--- src/indexed_array_list_engine_top_defines.svh ---
// ----------------------------------------------------------------------------
// Assertion macros for the indexed array list engine
// Shared concurrent assertion forms, clocked and disabled by reset.
// ----------------------------------------------------------------------------
`ifndef INDEXED_ARRAY_LIST_ENGINE_TOP_DEFINES_SVH
`define INDEXED_ARRAY_LIST_ENGINE_TOP_DEFINES_SVH

// Same-cycle implication.
`define IALE_ASSERT_NOW(label, clk, rst, ante, cons, msg) \
  label: assert property (@(posedge clk) disable iff (rst) (ante) |-> (cons)) \
    else $error(msg);

// Next-cycle implication.
`define IALE_ASSERT_NEXT(label, clk, rst, ante, cons, msg) \
  label: assert property (@(posedge clk) disable iff (rst) (ante) |=> (cons)) \
    else $error(msg);

`endif

--- src/iale_pkg.sv ---
// ----------------------------------------------------------------------------
// iale_pkg
// Types and codes shared by the list engine, its cells and its select tree.
// ----------------------------------------------------------------------------
package iale_pkg;

  localparam int DATA_W = 32;
  localparam int POS_W  = 9;
  localparam int IDX_W  = 8;
  localparam int LEN_W  = 9;
  localparam int OP_W   = 3;
  localparam int ST_W   = 3;

  localparam logic [OP_W-1:0] OP_INSERT = 3'd0;
  localparam logic [OP_W-1:0] OP_DELETE = 3'd1;
  localparam logic [OP_W-1:0] OP_READ   = 3'd2;
  localparam logic [OP_W-1:0] OP_FIND   = 3'd3;
  localparam logic [OP_W-1:0] OP_PRED   = 3'd4;
  localparam logic [OP_W-1:0] OP_SUCC   = 3'd5;
  localparam logic [OP_W-1:0] OP_CLEAR  = 3'd6;

  localparam logic [ST_W-1:0] ST_OK       = 3'd0;
  localparam logic [ST_W-1:0] ST_RANGE    = 3'd1;
  localparam logic [ST_W-1:0] ST_FULL     = 3'd2;
  localparam logic [ST_W-1:0] ST_EMPTY    = 3'd3;
  localparam logic [ST_W-1:0] ST_NOTFOUND = 3'd4;
  localparam logic [ST_W-1:0] ST_NONEIGH  = 3'd5;

  typedef struct packed {
    logic [OP_W-1:0]          req_type;
    logic [POS_W-1:0]         position;
    logic signed [DATA_W-1:0] data_value;
  } req_t;

  typedef struct packed {
    logic [ST_W-1:0]          status;
    logic signed [DATA_W-1:0] result_value;
    logic [IDX_W-1:0]         result_index;
    logic [LEN_W-1:0]         list_length;
  } rsp_t;

  // What each cell offers to the select tree.
  typedef enum logic [1:0] {
    LEAF_SELECT,
    LEAF_MATCH,
    LEAF_PRED,
    LEAF_SUCC
  } leaf_mode_t;

  // Broadcast from the controller to every cell.
  typedef struct packed {
    leaf_mode_t        mode;
    logic              ins_en;
    logic              del_en;
    logic [POS_W-1:0]  position;
    logic [DATA_W-1:0] key;
  } cell_ctl_t;

  typedef enum logic [1:0] {
    S_IDLE,
    S_SCAN,
    S_APPLY
  } state_t;

endpackage

--- src/iale_cell.sv ---
// ----------------------------------------------------------------------------
// iale_cell
// One list slot: holds a word, shifts with its neighbors, and offers a leaf
// (hit flag and value) to the select tree.
// ----------------------------------------------------------------------------
module iale_cell #(
  parameter int INDEX = 0,
  parameter int CW    = 9
) (
  input  logic                         clk,
  input  iale_pkg::cell_ctl_t          ctl,
  input  logic [CW-1:0]                count,
  input  logic [iale_pkg::DATA_W-1:0]  prev_word,
  input  logic [iale_pkg::DATA_W-1:0]  next_word,
  output logic [iale_pkg::DATA_W-1:0]  word,
  output logic                         leaf_hit,
  output logic [iale_pkg::DATA_W-1:0]  leaf_val
);

  localparam int CMPW = (CW > iale_pkg::POS_W) ? CW : iale_pkg::POS_W;

  logic [iale_pkg::DATA_W-1:0] word_next;
  logic [CMPW-1:0]             my_idx;
  logic [CMPW-1:0]             pos_ext;
  logic                        in_list;

  assign my_idx  = CMPW'(INDEX);
  assign pos_ext = CMPW'(ctl.position);
  assign in_list = my_idx < CMPW'(count);

  always_comb begin
    word_next = word;
    if (ctl.ins_en) begin
      if (my_idx > pos_ext) begin
        word_next = prev_word;
      end else if (my_idx == pos_ext) begin
        word_next = ctl.key;
      end
    end else if (ctl.del_en) begin
      if (my_idx >= pos_ext) begin
        word_next = next_word;
      end
    end
  end

  always_ff @(posedge clk) begin
    word <= word_next;
  end

  always_comb begin
    unique case (ctl.mode)
      iale_pkg::LEAF_SELECT: begin
        leaf_hit = (my_idx == pos_ext);
        leaf_val = word;
      end
      iale_pkg::LEAF_MATCH: begin
        leaf_hit = in_list && (word == ctl.key);
        leaf_val = word;
      end
      iale_pkg::LEAF_PRED: begin
        leaf_hit = in_list && (word == ctl.key);
        leaf_val = prev_word;
      end
      iale_pkg::LEAF_SUCC: begin
        leaf_hit = in_list && (word == ctl.key);
        leaf_val = next_word;
      end
      default: begin
        leaf_hit = 1'b0;
        leaf_val = word;
      end
    endcase
  end

endmodule

--- config.mk ---
export PLATFORM = sky130hd
export DESIGN_NAME = iale_cell
export DESIGN_NICKNAME = d
export VERILOG_FILES = /design/src/indexed_array_list_engine_top_defines.svh /design/src/iale_pkg.sv /design/src/iale_cell.sv
export SDC_FILE = /design/constraint.sdc
export NUM_CORES = 1
export LEC_CHECK = 0
export ABC_AREA = 1
export BUFFER_PORTS_ARGS = -buffer_cell sky130_fd_sc_hd__buf_4
export CAP_MARGIN = 15
export CELL_PAD_IN_SITES_DETAIL_PLACEMENT = 0
export CELL_PAD_IN_SITES_GLOBAL_PLACEMENT = 1
export CORE_MARGIN = 2
export CORE_UTILIZATION = 24
export CTS_CLUSTER_SIZE = 25
export DETAILED_ROUTE_END_ITERATION = 6
export PLACE_DENSITY_LB_ADDON = 0.1
export SLEW_MARGIN = 25
export SYNTH_ARGS = -nofsm -noshare
export SYNTH_HDL_FRONTEND = slang
export SYNTH_SLANG_ARGS = --single-unit
--- constraint.sdc ---
create_clock -name clk -period 2.5 [get_ports clk]
set_input_delay 0.5 -clock clk [delete_from_list [all_inputs] [get_ports clk]]
set_output_delay 0.5 -clock clk [all_outputs]
set_load 0.03 [all_outputs]
==> results of run 1 <==
metal layers:
metal / wire length, um / part of all wire / vias up / GRT usage
li1: - / - / 1508 / -
met1: 4090 / 0.45 / 1272 / 0.209
met2: 4260 / 0.47 / 126 / 0.261
met3: 766 / 0.084 / 2 / 0.0435
met4: 36 / 0.0039 / 0 / 0.0282
met5: 0 / 0 / - / 0
cell families (layout without fill, tap and decap cells):
kind of cell,count (synthesis),count (layout),synth area share
AND/OR/NAND/NOR,166,166,0.261
buffers and inverters,73,254,0.120
AO/OA/AOI/OAI,64,64,0.167
flip-flops,32,32,0.385
XOR/XNOR,19,19,0.0667
worst max-delay path, stage by stage (launching register included):
cell      delay, ps
edfxtp_1        420
inv_1           110
nand2_1          50
nand2_1          50
nand2_1          50
nor2_1           80
nand3_1          80
nor2_1          160
nand3_1         120
nand2_1          80
buf_4           150
cell usage in the layout (no fill, tap or decap), types with 3 or more instances in the layout:
master and count:
inv_1 57, o221ai_1 13, nand3_1 6, edfxtp_1 32, o21ai_0 32, xnor2_1 11
o211ai_1 19, nand2_1 129, clkbuf_8 5, or2_2 3, buf_4 189, nor2_1 21
xor2_1 8
through the flow:
stage	hold WS [ps]	std cells	setup slack, ps	util
floorplan	691	354	370	-
global placement	795	664	415	0.395
detailed placement	801	664	417	0.395
CTS	501	671	348	0.403
global route	508	671	202	0.403
finish	512	671	389	0.403
layout make-up:
type | instances | area [um^2] | share of cell area
Sequential cell | 32 | 961 | 0.234
Inverter | 57 | 214 | 0.0522
Tap cell | 136 | 170 | 0.0415
Timing Repair Buffer | 190 | 1440 | 0.351
Clock buffer | 5 | 68.8 | 0.0168
Clock inverter | 2 | 7.51 | 0.00183
Multi-Input combinational cell | 249 | 1240 | 0.303
final timing paths:
path     start        to  slack (ps)  depth (start not counted)
max   word[31]  leaf_hit         390                         10
min    ctl[18]  word[18]         510                          3
power groups by stage:
stage	Combinational [uW]	Clock (uW)	Sequential [uW]
global route	511	413	595
finish	467	376	596
global placement	467	0	607
floorplan	220	0	609
detailed placement	471	0	608
CTS	474	399	595
==> results.yml, run 1 <==
cts:
  ctsResizeCount: 0
  holdBufCountCts: 0
  cts_sinks: 32
  postCtsSetupRepairBufs: 0
  htree_levels: 2
  clk_pin_slew_ps: 70
  tritoncts: "built"
  cts_root_buffer: "clkbuf_8"
  cts_buffers: 5
  cts_max_path_buffers: 2
final_layout:
  regMostFlops: "word"
  fill_cells: 1129
  nets: 654
  final_area_um2: 4100
  largestRegisters: "word: 32 flops"
  synthToLayoutAreaGrowth_pct: 64.4
  antenna_cells: 0
  largest_reg_flops: 32
  drive_gt1_frac: 0.374
grt:
  grt-ovfl-total: 0
  grt_pass1_vias: 2804
  grt_max_degree: 65
  grt_pass1_wl_um: 14200
  grt_antenna_before_repair: 0
  grt.total_usage: 0.158
synthesis:
  postSynthCellCount: 354
  synth_top_cell_by_area: "edfxtp_1"
  ys_types: 20
  synth.top_cells.by_area: "edfxtp_1 (39%), nand2_1 (19%), inv_1 (8.6%), o21ai_0 (6.4%), o211ai_1 (5.7%)"
  synth_common_cells: "nand2_1 (129), inv_1 (57), edfxtp_1 (32), o21ai_0 (32), nor2_1 (22)"
  ys_ff_latch: 32
  synth_edf_count: 32
  synthArstFlopShare: 0
  synth_area_um2: 2490
  yosys_warnings: 0
  synth_flop_cell: "edfxtp_1"
  synth_nets: 473
  ys_seq_area_frac: 0.385
  yosysMostFrequentCell: "nand2_1"
  yosysTopAreaCellShare: 0.385
  avgSynthCellArea_um2: 7.05
timing:
  slew_violations: 0
  setup_viol: 0
  maxSlewHeadroom: 0.618
  min_period_ps: 2110
  rsz0062_at_grt: "false"
  max_freq_mhz: 474
  worst_slew_pin_slew_ps: 574
  min_period_over_period: 0.845
  fin_tns_setup_ps: 0
  hold_viol: 0
power:
  swShare: 0.301
  p_int_uw: 1010
  pwr-share-comb: 0.325
  clkPwrFrac: 0.261
  power.density_nw_per_um2: 351
  p_total_uw: 1440
  vdd_ir_drop_max_mv: 0.172
  leakagePower_uw: 0.00203
  p_seq_frac: 0.414
  p_sw_uw: 433
run_status:
  status: "complete, no violations"
worst_setup_path:
  end_kind: "output pin"
  worst_ep_required_time_ps: 2000
  worstPathArrival_ps: 1610
  cp_max_fo: 3
  crit_type: "flop to output pin"
  startpoint_type: "flop"
routing:
  wl_per_cell_um: 13.6
  wl_um: 9150
  drc_errors: 0
  vias: 2908
  drtAntennaViolNets: 0
  drtIter0Drc: 113
  dr.pass1.iters: 4
  avgViaCountPerCell: 4.33
placement:
  portBuffers: 183
  place.gp.congestion: 0.770
  postPlaceCellArea_um2: 4030
  dp_hpwl_um: 7020
flow_run:
  max_cap_violations: 0
floorplan:
  io_pins: 184
  start_util: 0.245
  core_um2: 10200
  rows: 37
  die-area_um2: 11200
  die_w_um: 106
  fp.dieH_um: 106
min_path:
  hold_class: "primary input to flop"
(Power assumes the default switching activity.)
==> run 2: changes to the inputs <==
- ABC_AREA: 1 -> 0
- CORE_UTILIZATION: 24 -> 25
- clock period: 2.5 -> 2 ns (I/O delays scaled with it)
==> run 2 against run 1 <==
Against the previous run: the flow now finishes with violations (negative setup slack); synthesized cell count down 35%; power up 27%; die area down 7.3%; global-route usage down 0.75 points; hold slack worse by 79 ps; critical path depth down 4; setup slack worse by 680 ps; combinational power up 30%; non-clock buffer count up 19; design area up 3.5%; critical path type unchanged; largest cell class unchanged.
==> results.yml, run 2 <==
run_status:
  status: "finished with violations"
  violations: "negative setup slack"
placement:
  place.gp.congestion: 0.700
  dp_cells: 552
  dp_hpwl_um: 6650
  portBuffers: 183
  pre_cts_slack_ps: -402
timing:
  hold_viol: 0
  timing.hold.ws_ps: 433
  slew_violations: 0
  max_freq_mhz: 437
  rsz0062_at_grt: "true"
  min_period_ps: 2290
  worst_slew_pin_slew_ps: 383
  maxSlewHeadroom: 0.742
  fin_tns_setup_ps: -289
  fin_ws_ps: -289
  setup_viol: 1
  min_period_over_period: 1.14
power:
  leakagePower_uw: 0.00191
  power.density_nw_per_um2: 430
  vdd_ir_drop_max_mv: 0.236
  p_total_uw: 1830
synthesis:
  synth_common_cells: "nor2_1 (36), a21oi_1 (32), edfxtp_1 (32), mux2_2 (32), mux2i_1 (32)"
  synth_flop_cell: "edfxtp_1"
  synth_area_um2: 2400
  ys_seq_area_frac: 0.400
  synth_nets: 349
  synth.top_cells.by_area: "edfxtp_1 (40%), mux2_2 (15%), mux2i_1 (13%), a21oi_1 (6.7%), xnor2_1 (6.2%)"
  yosys_warnings: 0
  yosysTopAreaCellShare: 0.400
  postSynthCellCount: 230
  synth_edf_count: 32
  ys_types: 18
  ys_ff_latch: 32
  avgSynthCellArea_um2: 10.4
  yosysMostFrequentCell: "nor2_1"
  synthArstFlopShare: 0
  synth_top_cell_by_area: "edfxtp_1"
cts:
  holdBufCountCts: 0
  tritoncts: "built"
  clk_pin_slew_ps: 70
  cts_sinks: 32
  cts_root_buffer: "clkbuf_8"
  htree_levels: 2
  cts_buffers: 5
  cts_max_path_buffers: 2
routing:
  avgViaCountPerCell: 4.39
  wl_per_cell_um: 14.7
  drc_errors: 0
  wl_um: 8210
  vias: 2456
  dr.pass1.iters: 3
  drtAntennaViolNets: 0
  drtIter0Drc: 38
floorplan:
  start_util: 0.259
  io_pins: 184
  die-area_um2: 10400
  core_um2: 9280
  die_w_um: 102
  rows: 35
  fp.dieH_um: 102
flow_run:
  max_cap_violations: 0
worst_setup_path:
  end_kind: "output pin"
  crit_type: "flop to output pin"
  startpoint_type: "flop"
  cp_max_fo: 2
  worst_ep_required_time_ps: 1600
  worstPathArrival_ps: 1890
final_layout:
  antenna_cells: 0
  drive_gt1_frac: 0.582
  final_cells: 560
  largestRegisters: "word: 32 flops"
  regMostFlops: "word"
  layout_common_cells: "buf_4 (203), nor2_1 (35)"
  layout_commonest_cell: "buf_4"
  nets: 550
  synthToLayoutAreaGrowth_pct: 76.7
  largest_reg_flops: 32
grt:
  grt_antenna_before_repair: 0
  grt_pass1_wl_um: 12000
  grt-ovfl-total: 0
  grt_pass1_vias: 2398
  grt_max_degree: 30
  grt.total_usage: 0.150
min_path:
  hold_class: "primary input to flop"
[run 2: cell count changes after synthesis, moves of 14 or more]
| cell | previous run | this run |
|---|---|---|
| o21ai_0 | 32 | 0 |
| inv_1 | 57 | 0 |
| mux2i_1 | 0 | 32 |
| a21oi_1 | 0 | 32 |
| nand2_1 | 129 | 0 |
| mux2_2 | 0 | 32 |
| o211ai_1 | 19 | 0 |
| nor2_1 | 22 | 36 |
[run 2: routing by layer]
| layer | global-route usage | part of all wire | up-vias |
|---|---|---|---|
| met1 | 0.183 | 0.41 | 1124 |
| met2 | 0.274 | 0.51 | 90 |
| met5 | 0 | 0 | - |
| met3 | 0.0321 | 0.065 | 2 |
| met4 | 0.0308 | 0.0049 | 0 |
| li1 | - | - | 1240 |
[run 2: per-stage QoR]
stage	cell area, um^2	utilization
after floorplan	2410	-
final	4240	0.457
after global placement	4130	0.445
after CTS	4240	0.456
after global routing	4240	0.457
after detailed placement	4130	0.445
[run 2: final cells by class]
class	instances	area, um^2
fill	932	5040
timing repair buffer	209	1640
multi-input combinational	183	1410
sequential	32	961
tap	129	161
clock buffer	5	68.8
clock inverter	2	7.51
[run 2: logic make-up after synthesis]
group                  count (synthesis)  share of synthesized area
multiplexers                          64                      0.283
AND/OR/NAND/NOR                       53                     0.0979
AO/OA/AOI/OAI                         34                     0.0724
XOR/XNOR                              32                      0.117
flip-flops                            32                      0.400
buffers and inverters                 15                     0.0297
[run 2: where the power goes]
part / switching (uW) / leakage, uW / internal (uW) / total (uW)
clock: 242 / 0.0000391 / 230 / 472
sequential: 0.859 / 0.000288 / 744 / 745
combinational: 278 / 0.00158 / 331 / 609
total: 520 / 0.00191 / 1300 / 1830
[run 2: timing repair]
action / 4_1_cts / 5_1_grt
setup buffers: 1 / 0
pin swaps: 7 / 2
endpoints found under the setup margin: 1 / 1
endpoints found under the hold margin: 0 / 0
gates resized for setup: 4 / 1
gates cloned: 0 / 0
[run 2: critical path, stage by stage, from the launching register on]
cell       delay [ps]
edfxtp_1          410
xnor2_1           200
nand4_1           170
nor4_4            360
o2111ai_2         160
o21ai_2           160
buf_6             150
[run 2: final timing paths]
kind / endpoint / cells after the start / slack [ps] / from
setup / recovery: leaf_hit / 6 / -290 / word[13]
hold / removal: word[21] / 2 / 430 / next_word[21]
==> run 3: changes to the inputs <==
--- a/config.mk
+++ b/config.mk
@@ -6,5 +6,5 @@
 export NUM_CORES = 1
 export LEC_CHECK = 0
-export ABC_AREA = 0
+export ABC_AREA = 1
 export BUFFER_PORTS_ARGS = -buffer_cell sky130_fd_sc_hd__buf_4
 export CAP_MARGIN = 15
==> constraint.sdc (replaced) <==
create_clock -name clk -period 2 [get_ports clk]
set_input_delay 0.4 -clock clk [delete_from_list [all_inputs] [get_ports clk]]
set_output_delay 0.4 -clock clk [all_outputs]
set_load 0.005 [all_outputs]
==> run 3 against run 2 <==
Against the previous run: the run now ends clean; critical path type unchanged; fmax is 19% higher; critical path depth is 1 higher; combinational power is 19% lower; cell count is 22% higher; hold slack worse by 18 ps; flip-flop and latch count stayed put; via count is 20% higher; design area is 0.44% lower; sequential power hardly changed.
==> results.yml, run 3 (same netlist as run 1, synthesis figures left out) <==
run_status:
  status: "complete, no violations"
grt:
  grt.total_usage: 0.170
  grt-ovfl-total: 0
  grt_pass1_vias: 2988
  grt_pass1_wl_um: 15000
  grt_max_degree: 27
  grt_antenna_before_repair: 0
worst_setup_path:
  cp_max_fo: 3
  crit_buf_inv: 1
  crit_type: "flop to output pin"
  crit_start: "word[5]"
  startpoint_type: "flop"
  worstPathArrival_ps: 1530
  path_cells: "xor2_1 > nor2_1 > nand3_2 > nor2_2 > nand3_2 > nand2_1 > buf_4"
  crit_slowest_cell: "edfxtp_1"
  cpMostUsedCell: "nand3_2"
  cp_top_family: "simple AND/OR/NAND/NOR gates"
  worst_ep_required_time_ps: 1600
  max_stage_delay_ps: 430
  end_kind: "output pin"
min_path:
  hold_class: "primary input to flop"
  min_from: "ctl[31]"
cts:
  clk_pin_slew_ps: 70
  htree_levels: 2
  cts_root_buffer: "clkbuf_8"
  tritoncts: "built"
  cts_max_path_buffers: 2
  cts_buffers: 5
  cts_sinks: 32
timing:
  slew_violations: 0
  hold_viol: 0
  min_period_ps: 1930
  maxSlewHeadroom: 0.793
  max_freq_mhz: 518
  setup_viol: 0
  worst_slew_pin_slew_ps: 310
  min_period_over_period: 0.965
  rsz0062_at_grt: "true"
  fin_ws_ps: 70.7
final_layout:
  antenna_cells: 0
  fill_cells: 1053
  layout_common_cells: "buf_4 (201), nand2_1 (129), inv_1 (55)"
  finalCoreUtilization: 0.434
  final_area_um2: 4230
  multi_input_area_um2: 1260
  synthToLayoutAreaGrowth_pct: 69.4
  regArea_um2: 961
  largestRegisters: "word: 32 flops"
  largest_reg_flops: 32
  nets: 667
  drive_gt1_frac: 0.401
  regMostFlops: "word"
  layout_commonest_cell: "buf_4"
  final_cells: 681
routing:
  avgViaCountPerCell: 4.33
  vias: 2950
  drtIter0Drc: 108
  wl_um: 9150
  drc_errors: 0
  drtAntennaViolNets: 0
  dr.pass1.iters: 5
  wl_per_cell_um: 13.4
power:
  power.density_nw_per_um2: 404
  p_total_uw: 1710
  leakagePower_uw: 0.00209
  vdd_ir_drop_max_mv: 0.187
placement:
  portBuffers: 183
  postPlaceCellArea_um2: 4060
  place.gp.congestion: 0.780
  dp_cells: 665
  pre_cts_slack_ps: 183
  dp_hpwl_um: 7180
floorplan:
  fp.dieH_um: 104
  rows: 36
  io_pins: 184
  start_util: 0.256
  die_w_um: 104
  core_um2: 9730
  die-area_um2: 10800
flow_run:
  max_cap_violations: 0
run 3: changes by cell type in the layout (fill, tap and decap cells not counted), moves of 5 or more:
cell      before  now
nand2_1        0  129
o21ai_0        0   32
mux2_2        32    0
inv_1          0   55
o211ai_1       0   19
nor2_1        35   18
a21oi_1       32    0
mux2i_1       32    0
xor2_1        15    8
xnor2_1       16   11
o221ai_1       0   13
run 3: routing by layer:
metal | routed length, um | track usage
met3 | 772 | 0.0583
met1 | 4000 | 0.210
met5 | 0 | 0
met4 | 51 | 0.0270
met2 | 4330 | 0.293
run 3: worst paths after layout:
check / to / cells after the start / slack (ps)
worst max-delay path: leaf_hit / 7 / 70
worst min-delay path: word[31] / 3 / 420
run 3: layout make-up:
class                   count  area share
clock buffers               5      0.0163
clock inverters             2     0.00178
inverters                  57      0.0506
multi-input cells         249       0.298
flip-flops and latches     32       0.227
well taps                 133      0.0394
repair buffers            203       0.367
run 3: timing repair:
item                                    in CTS  in global routing
hold buffers                                 0                  0
endpoints found under the setup margin       1                  1
buffers inserted                             8                  1
resized for setup                            0                  7
run 3: worst min-delay path, delay by kind of cell:
kind | cells | cell delay, ps
AOI/OAI and AO/OA | 1 | 50
buffers and inverters | 1 | 90
and+or+nand+nor | 1 | 40
run 3: metrics by stage:
step                      hold slack (ps)  TNS [ps]
after floorplan                       591         0
after global placement                692         0
after detailed placement              698         0
after CTS                             405     -12.5
after global routing                  411     -57.6
final                                 416         0
run 3: power breakdown:
group          total (uW)  leakage, uW  internal (uW)  switching [uW]
logic                 493      0.00178            285             208
registers             745     0.000278            744           0.869
clock network         470    0.0000391            230             240
